--- src/rtl/core/kwmt_pkg.sv ---
`default_nettype none
// ----------------------------------------------------------------------------
// kwmt_pkg
// Shared sizes, codes and types of the keyed waveform match table.
// ----------------------------------------------------------------------------
package kwmt_pkg;

  localparam int unsigned TABLE_DEPTH = 64;
  localparam int unsigned WAVE_WORDS  = 4;
  localparam int unsigned IN_WORDS    = 4;
  localparam int unsigned LANES       = 4;
  localparam int unsigned WORD_W      = 32;

  localparam int unsigned LANE_W = $clog2(LANES);
  localparam int unsigned ROWS   = (TABLE_DEPTH + LANES - 1) / LANES;
  localparam int unsigned ROW_W  = (ROWS > 1) ? $clog2(ROWS) : 1;
  localparam int unsigned CNT_W  = $clog2(TABLE_DEPTH + 1);
  localparam int unsigned SLOT_W = ROW_W + LANE_W;
  localparam int unsigned CMP_W  = (SLOT_W > CNT_W) ? SLOT_W : CNT_W;

  typedef logic [WORD_W-1:0]                  word_t;
  typedef logic [WAVE_WORDS-1:0][WORD_W-1:0]  wave_t;
  typedef logic [ROW_W-1:0]                   row_t;
  typedef logic [LANE_W-1:0]                  lane_t;
  typedef logic [CNT_W-1:0]                   cnt_t;
  typedef logic [SLOT_W-1:0]                  slot_t;
  typedef logic [CMP_W-1:0]                   cmp_t;
  typedef logic [5:0]                         slot_out_t;
  typedef logic [6:0]                         cnt_out_t;

  typedef enum logic [1:0] {
    K_APPEND    = 2'd0,
    K_FIND_WAVE = 2'd1,
    K_FIND_ID   = 2'd2
  } kind_e;

  typedef enum logic [1:0] {
    ST_OK   = 2'd0,
    ST_MISS = 2'd1,
    ST_FULL = 2'd2
  } status_e;

  typedef struct packed {
    word_t id;
    wave_t wave;
  } rec_t;

  typedef struct packed {
    logic by_wave;
    rec_t key;
  } query_t;

  typedef struct packed {
    logic valid;
    logic last;
    row_t row;
  } rd_tag_t;

  typedef struct packed {
    logic  valid;
    logic  last;
    logic  found;
    slot_t slot;
  } merge_t;

  // words past the input width are taken as zero
  function automatic wave_t pack_wave(word_t a, word_t b, word_t c, word_t d);
    wave_t r;
    word_t src [IN_WORDS];
    src[0] = a;
    src[1] = b;
    src[2] = c;
    src[3] = d;
    for (int w = 0; w < int'(WAVE_WORDS); w++) begin
      if (w < int'(IN_WORDS)) begin
        r[w] = src[w];
      end else begin
        r[w] = '0;
      end
    end
    return r;
  endfunction

endpackage
`default_nettype wire

--- src/rtl/core/kwmt_lane.sv ---
`default_nettype none
// ----------------------------------------------------------------------------
// kwmt_lane
// One bank of records (every LANES-th slot) with a registered read port and
// the compare of the read record against the current query.
// ----------------------------------------------------------------------------
module kwmt_lane (
  input  wire logic            clk_i,
  input  wire logic            we_i,
  input  wire kwmt_pkg::row_t  wr_row_i,
  input  wire kwmt_pkg::rec_t  wr_rec_i,
  input  wire kwmt_pkg::row_t  rd_row_i,
  input  wire kwmt_pkg::query_t query_i,
  output logic                 hit_o
);

  kwmt_pkg::rec_t mem_q [kwmt_pkg::ROWS];
  kwmt_pkg::rec_t rd_q;

  always_ff @(posedge clk_i) begin
    if (we_i) begin
      mem_q[wr_row_i] <= wr_rec_i;
    end
    rd_q <= mem_q[rd_row_i];
  end

  assign hit_o = query_i.by_wave ? (rd_q.wave == query_i.key.wave)
                                 : (rd_q.id == query_i.key.id);

endmodule
`default_nettype wire

--- config.mk ---
export PLATFORM = sky130hd
export DESIGN_NAME = kwmt_lane
export DESIGN_NICKNAME = d
export VERILOG_FILES = /design/src/rtl/core/kwmt_pkg.sv /design/src/rtl/core/kwmt_lane.sv
export SDC_FILE = /design/constraint.sdc
export NUM_CORES = 2
export LEC_CHECK = 0
export BUFFER_PORTS_ARGS = -buffer_cell sky130_fd_sc_hd__buf_2
export CAP_MARGIN = 5
export CORE_MARGIN = 5
export CORE_UTILIZATION = 56
export DETAILED_ROUTE_END_ITERATION = 7
export PLACE_DENSITY = 0.76
export SLEW_MARGIN = 15
export SYNTH_ARGS = -nofsm -noshare
export SYNTH_HDL_FRONTEND = slang
export SYNTH_SLANG_ARGS = --single-unit
--- constraint.sdc ---
create_clock -name clk_i -period 14.7 [get_ports clk_i]
set_clock_uncertainty 0.15 [all_clocks]
set_input_delay 2.94 -clock clk_i [delete_from_list [all_inputs] [get_ports clk_i]]
set_output_delay 2.94 -clock clk_i [all_outputs]
set_load 0.05 [all_outputs]
==> results.toml <==
[sta]
timing.final.crit_share = 0.638
setup_ws_ps = 5310
fin_crit_ps = 9390
setup_viol = 0
rsz0062_at_grt = "false"
drv_slew = 0
max_freq_ghz = 0.107
finalHoldViolations = 0
slew_headroom = 0.193
tightest_slew_ps = 1200
fin_tns_setup_ps = 0

[detailed_routing]
drc_errors = 0
top_layer = "met5"
dr.pass1.iters = 5
routedWlPerCell_um = 34.6
met3_length_um = 23200
drt_iter0_markers = 5927
vias_per_cell = 6.52
finalWirelength_um = 249000
postRouteAntennaNets = 0
vias = 46900
wl_met2_um = 124000
wl_met1_um = 87300

[place]
dp_hpwl_um = 128000
io_buffers = 331
gp_congestion = 0.879
pre_cts_ws_ps = 5340

[worst_setup_path]
r2r_cells = 4
r2r_slack_ps = 12830
critPathRequiredTime_ps = 11610
cp.arrival_ps = 6300
r2r-start = "mem_q[4][59]$_DFFE_PP_"
cp_max_fo = 1
cp-start-kind = "input pin"
cp-end-kind = "output port"
r2r_end = "rd_q[59]$_DFF_P_"
crit_type = "in2out"

[clock_network]
clkSinkCount = 2720
root_buffer = "clkbuf_16"
clkTransAtPathRegs_ps = 60
numCtsBuffers = 278
cts_tree = "yes"
cts-resized-gates = 0
post_cts_buffers = 0
htreeDepth = 5
holdBufCountCts = 0
insertion_delay_ps = 920
cts_buffer_depth = 4

[pwr]
p_per_area_mw_per_mm2 = 142
power.leakage_nw = 36.5
ir_worst_vdd_v = 0.000139

[final_layout]
layout_commonest_cell = "edfxtp_1"
nFillCells = 11200
fin_nets = 4902
regArea_mm2 = 0.0801
syn_to_final_growth_pct = 13.3
mostFrequentLayoutCells = "edfxtp_1, mux4_2, buf_2, clkbuf_16, dfxtp_1"
drive_gt1_frac = 0.330
multiInputGateArea_mm2 = 0.0202

[yosys]
synth-seq-cells = 2720
ys.warnings.count = 0
ys_seq_area_frac = 0.793
synth_cells = 4067
synthDistinctLibCells = 43
syn_nets = 4398
async_reset_ff_frac = 0
syn-cell-area_mm2 = 0.101
synth_flop_cell = "edfxtp_1"
synth_edf_count = 2560
synth_area_per_cell_um2 = 24.8

[floorplan]
initial_core_util = 0.561
core_area_mm2 = 0.180
die_height_um = 435
rows = 156
pin_count = 332
die_w_um = 435
die_area_mm2 = 0.189

[global_routing]
grt_max_degree = 146
grt.overflow.total = 0
grt_pass1_vias = 48500
grt_pass1_wl_um = 355000
grt_util_all_layers = 0.264
antenna_found_initial = 76

[job]
cap_violations = 0

[min_path]
min_path_cells = 3
min_path_type = "reg2reg"
hold_path.startpoint = "mem_q[6][52]$_DFFE_PP_"
hold_path_end = "rd_q[52]$_DFF_P_"

[outcome]
status = "finished clean"
==> routing by layer <==
layer	global-route usage	vias up
met3	0.0578	542
met2	0.428	2763
met1	0.345	25000
li1	-	18600
met4	0.127	22
met5	0	-
==> sequential cells by signal, indices dropped and copies added, names as in the netlist <==
register  count
mem_q      2560
rd_q        160
==> cell usage after synthesis, drive strengths merged, types with 16 or more instances <==
cell    count  area share
edfxtp   2560        0.76
mux4      777        0.17
dfxtp     160       0.032
clkbuf     99      0.0037
buf        86      0.0038
xor2       84      0.0073
inv        43      0.0016
nor2b      38      0.0024
xnor2      26      0.0023
nor4       25      0.0015
a211oi     23      0.0017
a21oi      23      0.0011
mux2i      23      0.0023
nand4      16     0.00099
o22ai      16     0.00099
==> critical path, cell delays in order <==
cell	delay, ps
buf_2	120
xnor2_1	750
nand4_1	740
nor4_1	410
nand4_1	170
or3_1	440
o41ai_2	360
buf_2	330
==> layout make-up <==
class	count	area share
Antenna cell	49	0.00107
Clock buffer	379	0.0676
Clock inverter	103	0.00649
Inverter	45	0.00148
Multi-Input combinational cell	1117	0.176
Sequential cell	2720	0.700
Tap cell	2370	0.0259
Timing Repair Buffer	409	0.0216
==> report_power, final <==
| group | leakage [nW] | internal, mW | switching (mW) | total, mW |
|---|---|---|---|---|
| Clock | 4.18 | 3.85 | 2.79 | 6.64 |
| Combinational | 7.84 | 0.352 | 0.471 | 0.823 |
| Sequential | 24.5 | 8.67 | 0.106 | 8.78 |
==> through the flow <==
step | hold slack (ps) | utilization | area (um^2) | cells | power [mW]
2_1_floorplan | 543 | - | 101000 | 4067 | 9.37
3_3_place_gp | 577 | 0.588 | 106000 | 6661 | 9.73
3_5_place_dp | 593 | 0.588 | 106000 | 6661 | 9.75
4_1_cts | 592 | 0.635 | 114000 | 7143 | 16.3
5_1_grt | 606 | 0.635 | 114000 | 7174 | 16.8
6_report | 585 | 0.635 | 114000 | 7192 | 16.2
==> worst max path at each step <==
stage	start	end	depth (start not counted)
4_1_cts	query_i[86]	hit_o	8
3_3_place_gp	query_i[86]	hit_o	8
2_1_floorplan	wr_row_i[2]	mem_q[1][0]$_DFFE_PP_	2
5_1_grt	query_i[86]	hit_o	8
6_report	query_i[86]	hit_o	8
3_5_place_dp	query_i[86]	hit_o	8
==> logic make-up (layout without fill, tap and decap cells) <==
family                 count (synthesis)  count (layout)  share of synthesized area
AO/OA/AOI/OAI                         91              91                    0.00656
XOR/XNOR                             110             110                    0.00954
buffers and inverters                230             936                    0.00910
flip-flops                          2720            2720                      0.793
multiplexers                         800             800                      0.175
other                                  0              49                          0
AND/OR/NAND/NOR                      116             116                    0.00679
No activity file was read; power rests on OpenSTA's default activity.
