$ cat src/rtl/core/kwmt_pkg.sv
`default_nettype none
// ----------------------------------------------------------------------------
// kwmt_pkg
// Shared sizes, codes and types of the keyed waveform match table.
// ----------------------------------------------------------------------------
package kwmt_pkg;

  localparam int unsigned TABLE_DEPTH = 64;
  localparam int unsigned WAVE_WORDS  = 4;
  localparam int unsigned IN_WORDS    = 4;
  localparam int unsigned LANES       = 4;
  localparam int unsigned WORD_W      = 32;

  localparam int unsigned LANE_W = $clog2(LANES);
  localparam int unsigned ROWS   = (TABLE_DEPTH + LANES - 1) / LANES;
  localparam int unsigned ROW_W  = (ROWS > 1) ? $clog2(ROWS) : 1;
  localparam int unsigned CNT_W  = $clog2(TABLE_DEPTH + 1);
  localparam int unsigned SLOT_W = ROW_W + LANE_W;
  localparam int unsigned CMP_W  = (SLOT_W > CNT_W) ? SLOT_W : CNT_W;

  typedef logic [WORD_W-1:0]                  word_t;
  typedef logic [WAVE_WORDS-1:0][WORD_W-1:0]  wave_t;
  typedef logic [ROW_W-1:0]                   row_t;
  typedef logic [LANE_W-1:0]                  lane_t;
  typedef logic [CNT_W-1:0]                   cnt_t;
  typedef logic [SLOT_W-1:0]                  slot_t;
  typedef logic [CMP_W-1:0]                   cmp_t;
  typedef logic [5:0]                         slot_out_t;
  typedef logic [6:0]                         cnt_out_t;

  typedef enum logic [1:0] {
    K_APPEND    = 2'd0,
    K_FIND_WAVE = 2'd1,
    K_FIND_ID   = 2'd2
  } kind_e;

  typedef enum logic [1:0] {
    ST_OK   = 2'd0,
    ST_MISS = 2'd1,
    ST_FULL = 2'd2
  } status_e;

  typedef struct packed {
    word_t id;
    wave_t wave;
  } rec_t;

  typedef struct packed {
    logic by_wave;
    rec_t key;
  } query_t;

  typedef struct packed {
    logic valid;
    logic last;
    row_t row;
  } rd_tag_t;

  typedef struct packed {
    logic  valid;
    logic  last;
    logic  found;
    slot_t slot;
  } merge_t;

  // words past the input width are taken as zero
  function automatic wave_t pack_wave(word_t a, word_t b, word_t c, word_t d);
    wave_t r;
    word_t src [IN_WORDS];
    src[0] = a;
    src[1] = b;
    src[2] = c;
    src[3] = d;
    for (int w = 0; w < int'(WAVE_WORDS); w++) begin
      if (w < int'(IN_WORDS)) begin
        r[w] = src[w];
      end else begin
        r[w] = '0;
      end
    end
    return r;
  endfunction

endpackage
`default_nettype wire

$ cat src/rtl/core/kwmt_merge.sv
`default_nettype none
// ----------------------------------------------------------------------------
// kwmt_merge
// Combines the lane hits of one row: drops slots at or past the entry count
// and keeps the lowest lane, which is the earliest slot of the row.
// ----------------------------------------------------------------------------
module kwmt_merge (
  input  wire logic                            clk_i,
  input  wire logic                            rst_ni,
  input  wire logic [kwmt_pkg::LANES-1:0]      hit_i,
  input  wire kwmt_pkg::rd_tag_t               tag_i,
  input  wire kwmt_pkg::cnt_t                  count_i,
  output kwmt_pkg::merge_t                     res_o
);

  kwmt_pkg::merge_t res_d;
  kwmt_pkg::merge_t res_q;

  always_comb begin
    res_d       = '0;
    res_d.valid = tag_i.valid;
    res_d.last  = tag_i.last;
    for (int l = int'(kwmt_pkg::LANES) - 1; l >= 0; l--) begin
      if (hit_i[l] &&
          (kwmt_pkg::cmp_t'({tag_i.row, kwmt_pkg::lane_t'(l)}) <
           kwmt_pkg::cmp_t'(count_i))) begin
        res_d.found = 1'b1;
        res_d.slot  = {tag_i.row, kwmt_pkg::lane_t'(l)};
      end
    end
  end

  always_ff @(posedge clk_i or negedge rst_ni) begin
    if (!rst_ni) begin
      res_q <= '0;
    end else begin
      res_q <= res_d;
    end
  end

  assign res_o = res_q;

endmodule
`default_nettype wire

$ cat config.mk
export PLATFORM = sky130hd
export DESIGN_NAME = kwmt_merge
export DESIGN_NICKNAME = d
export VERILOG_FILES = /design/src/rtl/core/kwmt_pkg.sv /design/src/rtl/core/kwmt_merge.sv
export SDC_FILE = /design/constraint.sdc
export NUM_CORES = 1
export LEC_CHECK = 0
export BUFFER_PORTS_ARGS = -buffer_cell sky130_fd_sc_hd__clkbuf_2
export CORE_AREA = 2 2 39 41
export DETAILED_ROUTE_END_ITERATION = 7
export DIE_AREA = 0 0 41 43
export PLACE_DENSITY = 0.72
export SLEW_MARGIN = 20
export SYNTH_ARGS = -nofsm -noshare
export SYNTH_HDL_FRONTEND = slang
export SYNTH_SLANG_ARGS = --single-unit
$ cat constraint.sdc
create_clock -name clk_i -period 0.8 [get_ports clk_i]
set_input_delay 0.04 -clock clk_i [delete_from_list [all_inputs] [get_ports clk_i]]
set_output_delay 0.04 -clock clk_i [all_outputs]
set_load 0.005 [all_outputs]
==> impl_metrics.py <==
metrics = {
    "global_route": {
        "grt_pass1_vias": 484,
        "grt_use_total": 0.151,
        "grt_overflow": 0,
        "busiest_layer": "met2",
        "grt_max_degree": 10,
        "grt_pass1_wl_mm": 1.86,
        "gr-usage-met1": 0.163,
        "grt_antenna_before_repair": 0,
        "grt_use_met3": 0.0157,
        "gr-usage-met2": 0.284,
    },
    "run": {
        "max_cap_viol_count": 0,
    },
    "layout": {
        "fillers": 126,
        "utilization": 0.666,
        "fin_area_um2": 922,
        "drive_gt1_frac": 0.611,
        "area_delta_synth_final_pct": 74.2,
        "diodes": 0,
        "largest_reg_flops": 9,
        "fin_nets": 115,
        "regArea_um2": 225,
        "multi_input_area_um2": 350,
    },
    "clocking": {
        "cts_buffer_depth": 2,
        "htreeDepth": 1,
        "clk_pin_slew_ps": 60,
        "cts_tree": "yes",
        "root_buffer": "clkbuf_4",
        "clkSinkCount": 9,
        "numCtsBuffers": 3,
    },
    "logic_synthesis": {
        "synthDistinctLibCells": 19,
        "netlist_instances": 48,
        "yosys-top-cells-area": "dfrtp_1 43%, ha_1 12%, nor3b_1 7.1%",
        "synthesis.nets": 72,
        "netlist_area_um2": 529,
        "yosysTopAreaCell": "dfrtp_1",
        "yosys_warnings": 0,
        "ys_ff_latch": 9,
        "seq_area_frac_synth": 0.426,
        "avgSynthCellArea_um2": 11.0,
        "yosysTopAreaCellShare": 0.426,
    },
    "timing": {
        "tightestPinTransition_ps": 388,
        "fin_crit_sh": 1.40,
        "min_period_ps": 1120,
        "finalWorstSetupSlack_ps": -319,
        "maxSlewHeadroom": 0.740,
        "finalSetupViolations": 7,
        "drv_slew": 0,
        "setup-tns-final_ps": -2010,
        "fmax_ghz": 0.894,
        "rsz0062_at_grt": "yes",
        "hold_viol": 0,
        "worst_hold_slack_ps": 71.7,
    },
    "power_and_ir_drop": {
        "ir_drop_mv": 0.807,
        "powerDensity_nw_per_um2": 1310,
        "p_leak_nw": 0.455,
    },
    "worst_hold_path": {
        "hp-class": "input pin to flop",
    },
    "routing": {
        "first_iter_violations": 6,
        "viasPerCell": 4.91,
        "ant_nets": 0,
        "drc": 0,
        "drt-wirelength-per-cell_um": 11.4,
        "drtPass1Iterations": 4,
        "wirelength_mm": 1.21,
        "num_vias": 520,
    },
    "setup_path": {
        "crit_buf_inv": 2,
        "cp.required_ps": 930,
        "cp_max_fo": 5,
        "cp-start-kind": "input pin",
        "path_cells": "clkbuf_16 -> inv_12 -> ha_4 -> and4b_2 -> nor2_4 -> nor4_4 -> nor3_1",
        "path_delay_family": "simple AND/OR/NAND/NOR gates",
        "endpoint_kind": "flop",
        "cpPeakStageDelay_ps": 370,
        "worst-setup-path-type": "input pin to flop",
        "critPathArrivalTime_ps": 1250,
        "cp_slowest_cell": "nor4_4",
    },
    "floorplan": {
        "die-area_um2": 1760,
        "start_util": 0.382,
        "core_area_um2": 1380,
        "chipHeight_um": 43,
        "pin_count": 28,
        "rows": 14,
        "die_w_um": 41,
    },
    "placed_design": {
        "place_hpwl_mm": 1.02,
        "placed_area_um2": 828,
        "gp_congestion": 0.701,
        "port_buffers": 27,
    },
    "outcome": {
        "status": "complete, but fails checks",
        "violations": "setup timing",
    },
}
[path summary, 6_finish.rpt]
path / from / endpoint / cells after the start
hold / removal: tag_i[2] / res_o[4] / 2
min in group asynchronous: rst_ni / res_o[4] / 2
setup / recovery: count_i[4] / res_o[2] / 7
max in group asynchronous: rst_ni / res_o[1] / 2
[synth_stat cells]
master     count
a211oi_1       1
a21bo_2        1
a21boi_0       1
a21o_1         1
a21oi_1        4
and4b_2        1
dfrtp_1        9
ha_1           5
inv_1          6
nand2b_1       1
nand4b_4       1
nor2_1         4
nor3_1         1
nor3b_1        5
nor4_4         1
o21a_4         1
o21ai_0        3
o21bai_1       1
o2bb2ai_1      1
[timing repair]
item	in CTS	in global routing
endpoints found under the hold margin	11	0
resized for setup	4	0
hold buffers	3	0
pin swaps	4	1
buffers inserted	0	1
setup endpoints to repair	7	10
[cell families after synthesis]
logic type / after synthesis / share of synthesized area
AO/OA/AOI/OAI: 14 / 0.187
adder cells (fa/ha/maj): 5 / 0.118
buffers and inverters: 6 / 0.0426
flip-flops: 9 / 0.426
AND/OR/NAND/NOR: 14 / 0.227
[stage by stage]
stage	total power, mW	cells	worst slack (ps)
3_3_place_gp	0.844	98	-611
5_1_grt	1.30	106	-379
2_1_floorplan	0.687	48	-381
6_report	1.21	106	-319
4_1_cts	1.22	105	-309
3_5_place_dp	0.857	98	-664
[layer usage]
| metal | wire, um | up-vias |
|---|---|---|
| li1 | - | 255 |
| met1 | 444 | 240 |
| met2 | 656 | 25 |
| met3 | 105 | 0 |
| met4 | 0 | 0 |
| met5 | 0 | - |
[where the power goes]
part	leakage, nW	switching, mW	internal, mW
Sequential	0.109	0.00860	0.489
Combinational	0.328	0.166	0.210
Clock	0.0177	0.154	0.184
Total	0.455	0.329	0.883
[area by class of cell]
cell class / count / area share
Clock buffer: 3 / 0.0244
Clock inverter: 1 / 0.00543
Inverter: 6 / 0.0488
Multi-Input combinational cell: 33 / 0.380
Sequential cell: 9 / 0.244
Tap cell: 16 / 0.0217
Timing Repair Buffer: 38 / 0.275
[layout by cell type (no fill, tap or decap), types with 2 or more instances in the layout]
cell | Yosys | routed
nor3b_1 | 5 | 4
ha_4 | 0 | 4
dfrtp_1 | 9 | 9
clkbuf_4 | 0 | 3
o21ai_0 | 3 | 3
clkbuf_2 | 0 | 25
dlygate4sd3_1 | 0 | 3
a21oi_1 | 4 | 4
nor2_1 | 4 | 3
inv_1 | 6 | 2
buf_4 | 0 | 8
Note: power is estimated with default switching activity, not from simulation.
